**config.mk**
```make
export PLATFORM = sky130hd
export DESIGN_NAME = modbus_rtu_frame_check_and_reply
export DESIGN_NICKNAME = d
export VERILOG_FILES = /design/src/design/mrtu_pkg.sv /design/src/design/mrtu_step.sv /design/src/design/modbus_rtu_frame_check_and_reply.sv
export SDC_FILE = /design/constraint.sdc
export NUM_CORES = 1
export LEC_CHECK = 0
export BUFFER_PORTS_ARGS = -buffer_cell sky130_fd_sc_hd__buf_2
export CAP_MARGIN = 40
export CORE_MARGIN = 5
export CORE_UTILIZATION = 40
export DETAILED_ROUTE_END_ITERATION = 10
export GPL_ROUTABILITY_DRIVEN = 0
export GPL_TIMING_DRIVEN = 0
export SETUP_SLACK_MARGIN = 0.4
export SLEW_MARGIN = 20
export SYNTH_ARGS = -nofsm -noshare
export SYNTH_HDL_FRONTEND = slang
export SYNTH_SLANG_ARGS = --single-unit
```
**constraint.sdc**
```tcl
create_clock -name clk_i -period 8.4 [get_ports clk_i]
set_clock_uncertainty 0.05 [all_clocks]
set_input_delay 0.42 -clock clk_i [delete_from_list [all_inputs] [get_ports clk_i]]
set_output_delay 0.42 -clock clk_i [all_outputs]
set_load 0.005 [all_outputs]
```
**src/design/mrtu_pkg.sv**
```systemverilog
// Shared types, codes and the CRC-16 byte update for the RTU frame checker.
package mrtu_pkg;

  localparam int MaxFrame  = 256;
  localparam int CntW      = $clog2(MaxFrame + 1);
  localparam int MinFrame  = 4;
  localparam int HeldDepth = 2;
  localparam int BatchMax  = 5;
  localparam int BatchIdxW = $clog2(BatchMax);
  localparam int BatchCntW = $clog2(BatchMax + 1);

  localparam logic [15:0] CrcSeed = 16'hFFFF;
  localparam logic [15:0] CrcPoly = 16'hA001;
  localparam logic [7:0]  ExcFlag = 8'h80;
  localparam logic [7:0]  BcastAddr = 8'h00;
  localparam logic [7:0]  DevAddrReset = 8'h01;

  // opcodes
  localparam logic [1:0] OpRx     = 2'd0;
  localparam logic [1:0] OpReply  = 2'd1;
  localparam logic [1:0] OpExcept = 2'd2;

  // result kinds
  localparam logic [1:0] KindFwd     = 2'd0;
  localparam logic [1:0] KindVerdict = 2'd1;
  localparam logic [1:0] KindTx      = 2'd2;

  // verdicts
  localparam logic [2:0] VerUnicast  = 3'd0;
  localparam logic [2:0] VerBcast    = 3'd1;
  localparam logic [2:0] VerShort    = 3'd2;
  localparam logic [2:0] VerBadCrc   = 3'd3;
  localparam logic [2:0] VerOtherAdr = 3'd4;

  typedef struct packed {
    logic [1:0] op;
    logic [7:0] data;
    logic       fin;
    logic [7:0] exc;
  } item_t;

  typedef struct packed {
    logic [1:0] kind;
    logic [7:0] data;
    logic [2:0] verdict;
    logic       end_mark;
  } result_t;

  typedef result_t [BatchMax-1:0] batch_t;

  typedef struct packed {
    logic [15:0]     rx_crc;
    logic [15:0]     tx_crc;
    logic [CntW-1:0] rx_cnt;
    logic [7:0]      held0;
    logic [7:0]      held1;
    logic [7:0]      frame_addr;
    logic [7:0]      func;
    logic            was_bcast;
    logic            reply_open;
  } state_t;

  localparam state_t StateReset = '{
    rx_crc: CrcSeed, tx_crc: CrcSeed, rx_cnt: '0, held0: '0, held1: '0,
    frame_addr: '0, func: '0, was_bcast: 1'b0, reply_open: 1'b0
  };

  // one byte through the reflected CRC-16, bit at a time
  function automatic logic [15:0] crc16_byte(input logic [15:0] crc, input logic [7:0] b);
    logic [15:0] r;
    r = crc ^ {8'h00, b};
    for (int k = 0; k < 8; k++) begin
      r = r[0] ? ((r >> 1) ^ CrcPoly) : (r >> 1);
    end
    return r;
  endfunction

  function automatic result_t mk_tx(input logic [7:0] b, input logic last);
    result_t r;
    r.kind     = KindTx;
    r.data     = b;
    r.verdict  = VerUnicast;
    r.end_mark = last;
    return r;
  endfunction

endpackage

```
**src/design/mrtu_step.sv**
```systemverilog
// Next-state and result batch for one request: receive checking and reply framing.
module mrtu_step (
  input  mrtu_pkg::item_t                  item_i,
  input  mrtu_pkg::state_t                 state_i,
  input  logic [7:0]                       dev_addr_i,
  output mrtu_pkg::state_t                 state_o,
  output mrtu_pkg::batch_t                 batch_o,
  output logic [mrtu_pkg::BatchCntW-1:0]   cnt_o
);

  logic [mrtu_pkg::BatchCntW-1:0] k;
  logic [7:0]                     fa;
  logic [15:0]                    rx_crc_n;
  logic [mrtu_pkg::CntW-1:0]      cnt_n;
  logic                           match;
  logic [2:0]                     ver;
  logic [15:0]                    c0, c1, c2, c3;
  logic [7:0]                     exc_func;

  always_comb begin
    state_o  = state_i;
    batch_o  = '0;
    k        = '0;
    fa       = state_i.frame_addr;
    rx_crc_n = '0;
    cnt_n    = '0;
    match    = 1'b0;
    ver      = mrtu_pkg::VerUnicast;
    c0       = mrtu_pkg::CrcSeed;
    c1       = '0;
    c2       = '0;
    c3       = '0;
    exc_func = state_i.func | mrtu_pkg::ExcFlag;

    case (item_i.op)
      mrtu_pkg::OpRx: begin
        if (state_i.rx_cnt == '0) fa = item_i.data;
        state_o.frame_addr = fa;
        if (state_i.rx_cnt == mrtu_pkg::CntW'(1)) state_o.func = item_i.data;
        rx_crc_n = mrtu_pkg::crc16_byte(state_i.rx_crc, item_i.data);
        match = (fa == mrtu_pkg::BcastAddr) || (fa == dev_addr_i);
        if ((state_i.rx_cnt > mrtu_pkg::CntW'(mrtu_pkg::HeldDepth)) && match) begin
          batch_o[k].kind     = mrtu_pkg::KindFwd;
          batch_o[k].data     = state_i.held0;
          batch_o[k].verdict  = mrtu_pkg::VerUnicast;
          batch_o[k].end_mark = 1'b0;
          k = k + 1'b1;
        end
        cnt_n = (state_i.rx_cnt < mrtu_pkg::CntW'(mrtu_pkg::MaxFrame)) ?
                state_i.rx_cnt + 1'b1 : state_i.rx_cnt;
        state_o.rx_crc = rx_crc_n;
        state_o.rx_cnt = cnt_n;
        state_o.held0  = state_i.held1;
        state_o.held1  = item_i.data;
        if (item_i.fin) begin
          if (cnt_n < mrtu_pkg::CntW'(mrtu_pkg::MinFrame)) ver = mrtu_pkg::VerShort;
          else if (rx_crc_n != '0)                         ver = mrtu_pkg::VerBadCrc;
          else if (fa == mrtu_pkg::BcastAddr)              ver = mrtu_pkg::VerBcast;
          else if (fa != dev_addr_i)                       ver = mrtu_pkg::VerOtherAdr;
          else                                             ver = mrtu_pkg::VerUnicast;
          batch_o[k].kind     = mrtu_pkg::KindVerdict;
          batch_o[k].data     = 8'h00;
          batch_o[k].verdict  = ver;
          batch_o[k].end_mark = 1'b1;
          k = k + 1'b1;
          state_o.was_bcast = (ver == mrtu_pkg::VerBcast);
          state_o.rx_crc    = mrtu_pkg::CrcSeed;
          state_o.rx_cnt    = '0;
          state_o.held0     = '0;
          state_o.held1     = '0;
        end
      end
      mrtu_pkg::OpReply: begin
        if (!state_i.was_bcast) begin
          if (state_i.reply_open) begin
            c1 = state_i.tx_crc;
          end else begin
            batch_o[k] = mrtu_pkg::mk_tx(dev_addr_i, 1'b0);
            k = k + 1'b1;
            c1 = mrtu_pkg::crc16_byte(c0, dev_addr_i);
          end
          batch_o[k] = mrtu_pkg::mk_tx(item_i.data, 1'b0);
          k = k + 1'b1;
          c2 = mrtu_pkg::crc16_byte(c1, item_i.data);
          state_o.reply_open = 1'b1;
          state_o.tx_crc     = c2;
          if (item_i.fin) begin
            batch_o[k] = mrtu_pkg::mk_tx(c2[7:0], 1'b0);
            k = k + 1'b1;
            batch_o[k] = mrtu_pkg::mk_tx(c2[15:8], 1'b1);
            k = k + 1'b1;
            state_o.reply_open = 1'b0;
            state_o.tx_crc     = mrtu_pkg::CrcSeed;
          end
        end
      end
      mrtu_pkg::OpExcept: begin
        if (!state_i.was_bcast) begin
          c1 = mrtu_pkg::crc16_byte(c0, dev_addr_i);
          c2 = mrtu_pkg::crc16_byte(c1, exc_func);
          c3 = mrtu_pkg::crc16_byte(c2, item_i.exc);
          batch_o[0] = mrtu_pkg::mk_tx(dev_addr_i, 1'b0);
          batch_o[1] = mrtu_pkg::mk_tx(exc_func, 1'b0);
          batch_o[2] = mrtu_pkg::mk_tx(item_i.exc, 1'b0);
          batch_o[3] = mrtu_pkg::mk_tx(c3[7:0], 1'b0);
          batch_o[4] = mrtu_pkg::mk_tx(c3[15:8], 1'b1);
          k = mrtu_pkg::BatchCntW'(mrtu_pkg::BatchMax);
          state_o.reply_open = 1'b0;
          state_o.tx_crc     = mrtu_pkg::CrcSeed;
        end
      end
      default: begin
        k = '0;
      end
    endcase
    cnt_o = k;
  end

endmodule

```
**src/design/modbus_rtu_frame_check_and_reply.sv**
```systemverilog
// Top level: RTU frame checker and reply framer with input register and result batch.
//
//   channel | direction | handshake              | payload
//   --------+-----------+------------------------+----------------------------------------
//   in      | in        | in_valid_i/in_stall_o  | opcode, in_byte, final_byte, exc. code
//   out     | out       | out_valid_o/out_stall_i| kind, out_byte, verdict, end_mark
//   cfg     | in        | cfg_we_i               | cfg_data_i -> device_address
//
// A request is registered, then evaluated combinationally (CRC updates unrolled);
// its 0..5 results land in a batch register, loaded when the held request commits.
// Results leave one per cycle while out_stall_i is low; with no
// output stall the input runs back to back while each request gives at most one.
// The held request waits while the batch has more than its last result to send.
// Reset (rst_ni low, async) seeds the CRCs, clears counters and flags, address = 1.
module modbus_rtu_frame_check_and_reply (
  input  logic       clk_i,
  input  logic       rst_ni,
  input  logic       in_valid_i,
  output logic       in_stall_o,
  input  logic [1:0] opcode_i,
  input  logic [7:0] in_byte_i,
  input  logic       final_byte_i,
  input  logic [7:0] exception_code_i,
  output logic       out_valid_o,
  input  logic       out_stall_i,
  output logic [1:0] kind_o,
  output logic [7:0] out_byte_o,
  output logic [2:0] verdict_o,
  output logic       end_mark_o,
  input  logic       cfg_we_i,
  input  logic [7:0] cfg_data_i
);

  // device address register
  logic [7:0] dev_addr_q;

  always_ff @(posedge clk_i or negedge rst_ni) begin
    if (!rst_ni) begin
      dev_addr_q <= mrtu_pkg::DevAddrReset;
    end else if (cfg_we_i) begin
      dev_addr_q <= cfg_data_i;
    end
  end

  // input register
  mrtu_pkg::item_t item_q;
  logic            item_vld_q, item_vld_d;
  logic            in_acc, commit;

  // frame state
  mrtu_pkg::state_t state_q, state_d;

  // result batch
  mrtu_pkg::batch_t                batch_q, batch_d;
  logic [mrtu_pkg::BatchCntW-1:0]  batch_cnt_q, res_cnt;
  logic [mrtu_pkg::BatchIdxW-1:0]  idx_q;
  logic                            batch_vld_q;
  logic                            out_pop, out_last;
  mrtu_pkg::result_t               head;

  assign out_pop  = batch_vld_q && !out_stall_i;
  assign out_last = (mrtu_pkg::BatchCntW'(idx_q) == batch_cnt_q - 1'b1);

  // the held request moves on once the batch is empty or sending its last result
  assign commit     = item_vld_q && (!batch_vld_q || (out_pop && out_last));
  assign in_stall_o = item_vld_q && !commit;
  assign in_acc     = in_valid_i && !in_stall_o;
  assign item_vld_d = in_acc ? 1'b1 : (commit ? 1'b0 : item_vld_q);

  always_ff @(posedge clk_i or negedge rst_ni) begin
    if (!rst_ni) begin
      item_vld_q <= 1'b0;
    end else begin
      item_vld_q <= item_vld_d;
    end
  end

  always_ff @(posedge clk_i) begin
    if (in_acc) begin
      item_q.op   <= opcode_i;
      item_q.data <= in_byte_i;
      item_q.fin  <= final_byte_i;
      item_q.exc  <= exception_code_i;
    end
  end

  mrtu_step u_step (
    .item_i     (item_q),
    .state_i    (state_q),
    .dev_addr_i (dev_addr_q),
    .state_o    (state_d),
    .batch_o    (batch_d),
    .cnt_o      (res_cnt)
  );

  always_ff @(posedge clk_i or negedge rst_ni) begin
    if (!rst_ni) begin
      state_q     <= mrtu_pkg::StateReset;
      batch_vld_q <= 1'b0;
      batch_cnt_q <= '0;
      idx_q       <= '0;
    end else if (commit) begin
      state_q     <= state_d;
      batch_vld_q <= (res_cnt != '0);
      batch_cnt_q <= res_cnt;
      idx_q       <= '0;
    end else if (out_pop) begin
      if (out_last) begin
        batch_vld_q <= 1'b0;
      end else begin
        idx_q <= idx_q + 1'b1;
      end
    end
  end

  // batch payload, no reset needed
  always_ff @(posedge clk_i) begin
    if (commit) begin
      batch_q <= batch_d;
    end
  end

  assign head        = batch_q[idx_q];
  assign out_valid_o = batch_vld_q;
  assign kind_o      = head.kind;
  assign out_byte_o  = head.data;
  assign verdict_o   = head.verdict;
  assign end_mark_o  = head.end_mark;

  // head index stays inside the filled part of the batch
  a_idx_in_batch: assert property (@(posedge clk_i) disable iff (!rst_ni)
    batch_vld_q |-> (batch_cnt_q != '0) && (mrtu_pkg::BatchCntW'(idx_q) < batch_cnt_q))
    else $error("batch head index out of range");

  // a verdict carries no byte and always closes
  a_verdict_shape: assert property (@(posedge clk_i) disable iff (!rst_ni)
    (out_valid_o && (kind_o == mrtu_pkg::KindVerdict)) |-> ((out_byte_o == 8'h00) && end_mark_o))
    else $error("malformed verdict result");

  // forwarded bytes never close anything
  a_fwd_no_end: assert property (@(posedge clk_i) disable iff (!rst_ni)
    (out_valid_o && (kind_o == mrtu_pkg::KindFwd)) |-> !end_mark_o)
    else $error("forwarded byte with end mark");

  // a final received byte resets the receive side
  a_rx_clear: assert property (@(posedge clk_i) disable iff (!rst_ni)
    (commit && (item_q.op == mrtu_pkg::OpRx) && item_q.fin) |=>
      ((state_q.rx_cnt == '0) && (state_q.rx_crc == mrtu_pkg::CrcSeed)))
    else $error("receive state not cleared after verdict");

  // replies after a broadcast produce nothing
  a_bcast_silent: assert property (@(posedge clk_i) disable iff (!rst_ni)
    (commit && state_q.was_bcast && (item_q.op != mrtu_pkg::OpRx)) |=> !out_valid_o)
    else $error("reply sent after broadcast");

endmodule

```
==> metrics.csv <==
stage,metric,value,unit
critical_path,cp_max_fo,10,
logic_synthesis,sequential_fraction_of_the_synthesis_area,51.5,%
worst_hold_path,hp-start,in_byte_i[0],
placement,place.detailed.hpwl,16000,µm
logic_synthesis,ffs_latches_synth,164,
sta,setup_repair_after_global_routing_missed_its_margin,false,
sta,fin_tns_setup,0,ps
worst_hold_path,holdPathStages,1,
status,run_status,"finished, final reports clean",
placement,placedCellCount,1138,
critical_path,arrival,3820,ps
route,route.final.wire_length,22000,µm
route,dr.first_iter.drc_count,514,
worst_hold_path,hp-class,primary input to flop,
logic_synthesis,postSynthAreaPerCell,10.8,µm²
critical_path,setup_slack_on_the_worst_flop_to_flop_path,4710,ps
global_route,grt_overflow,0,
sta,report.final.hold_viol_count,0,
die,die-width,158,µm
logic_synthesis,post_synth_instance_area,0.00877,mm²
cells_and_area,layout.filler_cells,2009,
global_route,first_pass_grt_wire_length,34700,µm
clocking,postCtsResizedCells,0,
clocking,ctsHtreeMaxLevel,4,
global_route,use_met2,27.2,%
route,post-route-drc-count,0,
worst_hold_path,min_to,item_q[9],
sta,timing.final.setup_violations,0,
logic_synthesis,syn_nets,853,
critical_path,crit_required,8530,ps
die,die_area,0.0250,mm²
cells_and_area,diodes,0,
global_route,grt_util_met1,26.6,%
cells_and_area,final_layout_size_suffix_gt1_share,21.0,%
global_route,busiest_layer,met2,
clocking,clk_pin_slew_worst_paths,70,ps
route,vias,6221,
logic_synthesis,syn_inst,810,
logic_synthesis,ys_async_sr_fraction,54.9,%
sta,final.hold.worst_slack,105,ps
sta,post-route-min-period,3690,ps
pwr,power.static_leakage,3.99,nW
die,ios,48,
placement,place.port_buffers,45,
cells_and_area,finalNonFillerCells,1171,
global_route,grt_start_max_net_pins,58,
critical_path,worst-setup-path-type,flop to flop,
route,drt-vias-per-instance,5.31,
critical_path,rr_startpoint,item_q[9],
die,die_h,158,µm
clocking,clock_tree_from_tritoncts,built,
critical_path,reg2reg_depth,13,
logic_synthesis,yosysWarnings,0,
cells_and_area,area.growth.synth_to_final,13.8,%
route,ant_nets,0,
clocking,cts_buffer_depth,2,
route,avgRoutedWirePerCell,18.8,µm
pwr,vdd.ir_drop.worst,0.174,mV
sta,slew_at_the_pin_closest_to_its_max_slew_limit,817,ps
critical_path,crit-reg2reg-capture,batch_q[2],
logic_synthesis,synth-main-ff-cell,sky130_fd_sc_hd__edfxtp_1,
global_route,first_global_vias,6172,
route,drt_pre_antenna_iters,7,
flow_run,max_cap_violations,0,
sta,timing_max_transition_violations_final,0,
clocking,clkSinkCount,164,
global_route,gr_usage_total,18.3,%
die,placeableCoreArea,0.0217,mm²
pwr,power_per_cell_area,449,mW/mm²
clocking,numCtsBuffers,17,
clocking,cts.root.buffer_cell,sky130_fd_sc_hd__clkbuf_16,
clocking,postCtsSetupBuffers,0,
global_route,use_met3,4.02,%
logic_synthesis,post_synth_num_cell_types,67,
critical_path,cp-end-kind,flop,
clocking,clkLatencyLatePin,430,ps
sta,final_period_util,43.9,%
logic_synthesis,synth-edff-count,74,
die,initial_utilization,40.5,%
die,number_of_rows_created_at_floorplan,54,
global_route,antenna_found_initial,0,
sta,max-slew-margin-rel,45.5,%
cells_and_area,design.final.nets,921,
critical_path,crit_path_start_kind,flop,
sta,max_clock_freq,271,MHz
[worst max-delay path, stage by stage, from the launching register on]
cell and delay (ps):
sky130_fd_sc_hd__edfxtp_1 320, sky130_fd_sc_hd__clkbuf_1 610, sky130_fd_sc_hd__xor2_1 220, sky130_fd_sc_hd__xnor2_1 330
sky130_fd_sc_hd__xnor2_1 130, sky130_fd_sc_hd__xnor2_1 240, sky130_fd_sc_hd__ha_1 300, sky130_fd_sc_hd__xnor2_1 250
sky130_fd_sc_hd__nand4b_1 120, sky130_fd_sc_hd__nor4_1 200, sky130_fd_sc_hd__nand3b_1 210, sky130_fd_sc_hd__nand2b_1 250
sky130_fd_sc_hd__nand3_1 140, sky130_fd_sc_hd__a21oi_1 50
[cell usage after synthesis (4+ instances only)]
master	instances	area share, %
sky130_fd_sc_hd__o21ai_1	9	0.51
sky130_fd_sc_hd__and3_1	5	0.36
sky130_fd_sc_hd__xnor2_1	80	8.0
sky130_fd_sc_hd__nor3_1	17	0.97
sky130_fd_sc_hd__dfrtp_1	57	16
sky130_fd_sc_hd__o22a_1	7	0.70
sky130_fd_sc_hd__a22oi_1	17	1.5
sky130_fd_sc_hd__clkbuf_1	30	1.3
sky130_fd_sc_hd__nand2_1	99	4.2
sky130_fd_sc_hd__o21ai_0	69	3.9
sky130_fd_sc_hd__and2_1	6	0.43
sky130_fd_sc_hd__a22o_1	4	0.40
sky130_fd_sc_hd__edfxtp_1	74	25
sky130_fd_sc_hd__a21oi_1	27	1.5
sky130_fd_sc_hd__dfstp_2	33	9.9
sky130_fd_sc_hd__a222oi_1	6	0.68
sky130_fd_sc_hd__mux2_2	23	3.0
sky130_fd_sc_hd__xor2_1	30	3.0
sky130_fd_sc_hd__nand3_1	16	0.91
sky130_fd_sc_hd__mux4_2	9	2.3
sky130_fd_sc_hd__buf_2	20	1.1
sky130_fd_sc_hd__mux2i_1	16	1.8
sky130_fd_sc_hd__nor2_1	56	2.4
sky130_fd_sc_hd__ha_1	11	1.6
sky130_fd_sc_hd__inv_1	25	1.1
[cell usage in the layout, fill, tap and decap left out, types with 17 or more instances in the layout]
| cell type | count |
|---|---|
| sky130_fd_sc_hd__clkbuf_1 | 30 |
| sky130_fd_sc_hd__xnor2_1 | 80 |
| sky130_fd_sc_hd__o21ai_0 | 69 |
| sky130_fd_sc_hd__a22oi_1 | 17 |
| sky130_fd_sc_hd__inv_1 | 24 |
| sky130_fd_sc_hd__dfrtp_1 | 57 |
| sky130_fd_sc_hd__xor2_1 | 30 |
| sky130_fd_sc_hd__nor3_1 | 17 |
| sky130_fd_sc_hd__dfstp_2 | 33 |
| sky130_fd_sc_hd__nand2_1 | 99 |
| sky130_fd_sc_hd__clkbuf_16 | 17 |
| sky130_fd_sc_hd__nor2_1 | 56 |
| sky130_fd_sc_hd__buf_2 | 65 |
| sky130_fd_sc_hd__a21oi_1 | 27 |
| sky130_fd_sc_hd__mux2_2 | 23 |
| sky130_fd_sc_hd__edfxtp_1 | 74 |
[layer usage]
metal  vias to the layer above  part of all wire (%)
met4                         0                   1.9
met3                        27                   6.1
li1                       2975                     -
met1                      3036                    47
met5                         -                     0
met2                       183                    45
[cell families (layout without fill, tap and decap cells)]
group | count (synthesis) | count (layout) | synth area share, %
other | 1 | 1 | 0.0427
AND/OR/NAND/NOR | 227 | 227 | 12.0
AO/OA/AOI/OAI | 160 | 160 | 11.3
buffers and inverters | 83 | 164 | 4.18
XOR/XNOR | 114 | 114 | 12.0
flip-flops | 164 | 164 | 51.5
adder cells (fa/ha/maj) | 11 | 11 | 1.57
multiplexers | 50 | 50 | 7.40
[final cells by class]
class | instances | area (µm²) | area share [%]
plain buffers | 58 | 273 | 2.73
clock buffers | 17 | 425 | 4.26
clock inverters | 15 | 145 | 1.45
inverters | 25 | 96.3 | 0.965
multi-input cells | 563 | 3890 | 39.0
flip-flops and latches | 164 | 4520 | 45.2
well taps | 280 | 350 | 3.51
repair buffers | 49 | 289 | 2.89
[how the worst max path moves through the flow]
stage,slack (ps),start,cells past startpoint,to
after floorplan,4910,batch_cnt_q[0],8,state_q[49]
after global placement,3900,batch_cnt_q[0],8,state_q[51]
after detailed placement,4720,state_q[39],15,out_valid_o
after CTS,4700,state_q[39],15,out_valid_o
after global routing,4450,item_q[9],13,batch_q[2]
final,4710,item_q[9],13,batch_q[2]
[per-stage QoR]
stage | util [%] | total power [W] | setup slack [ps] | instance area (µm²)
final | 46.0 | 0.00449 | 4710 | 9990
after global routing | 46.0 | 0.00479 | 4450 | 9990
after CTS | 46.0 | 0.00450 | 4700 | 9990
after detailed placement | 43.4 | 0.00373 | 4720 | 9410
after global placement | 43.1 | 0.00370 | 3900 | 9350
after floorplan | - | 0.00309 | 4910 | 8770
[state kept, by name (all words and copies together) (netlist names)]
register     count
out_valid_o      1
item_q          19
item_vld_q       1
batch_q         55
state_q         74
idx_q            3
batch_cnt_q      3
dev_addr_q       8
[timing repair]
action | 4_1_cts | 5_1_grt
endpoints found under the hold margin | 32 | 0
hold buffers | 1 | 0
setup endpoints to repair | 0 | 0
[report_power, final]
part / switching (W) / leakage (nW) / total [W] / internal (W)
Sequential: 0.000181 / 1.77 / 0.00149 / 0.00131
Combinational: 0.00132 / 1.93 / 0.00224 / 0.000922
Clock: 0.000348 / 0.283 / 0.000764 / 0.000416
Power figures use the tool's default switching activity.
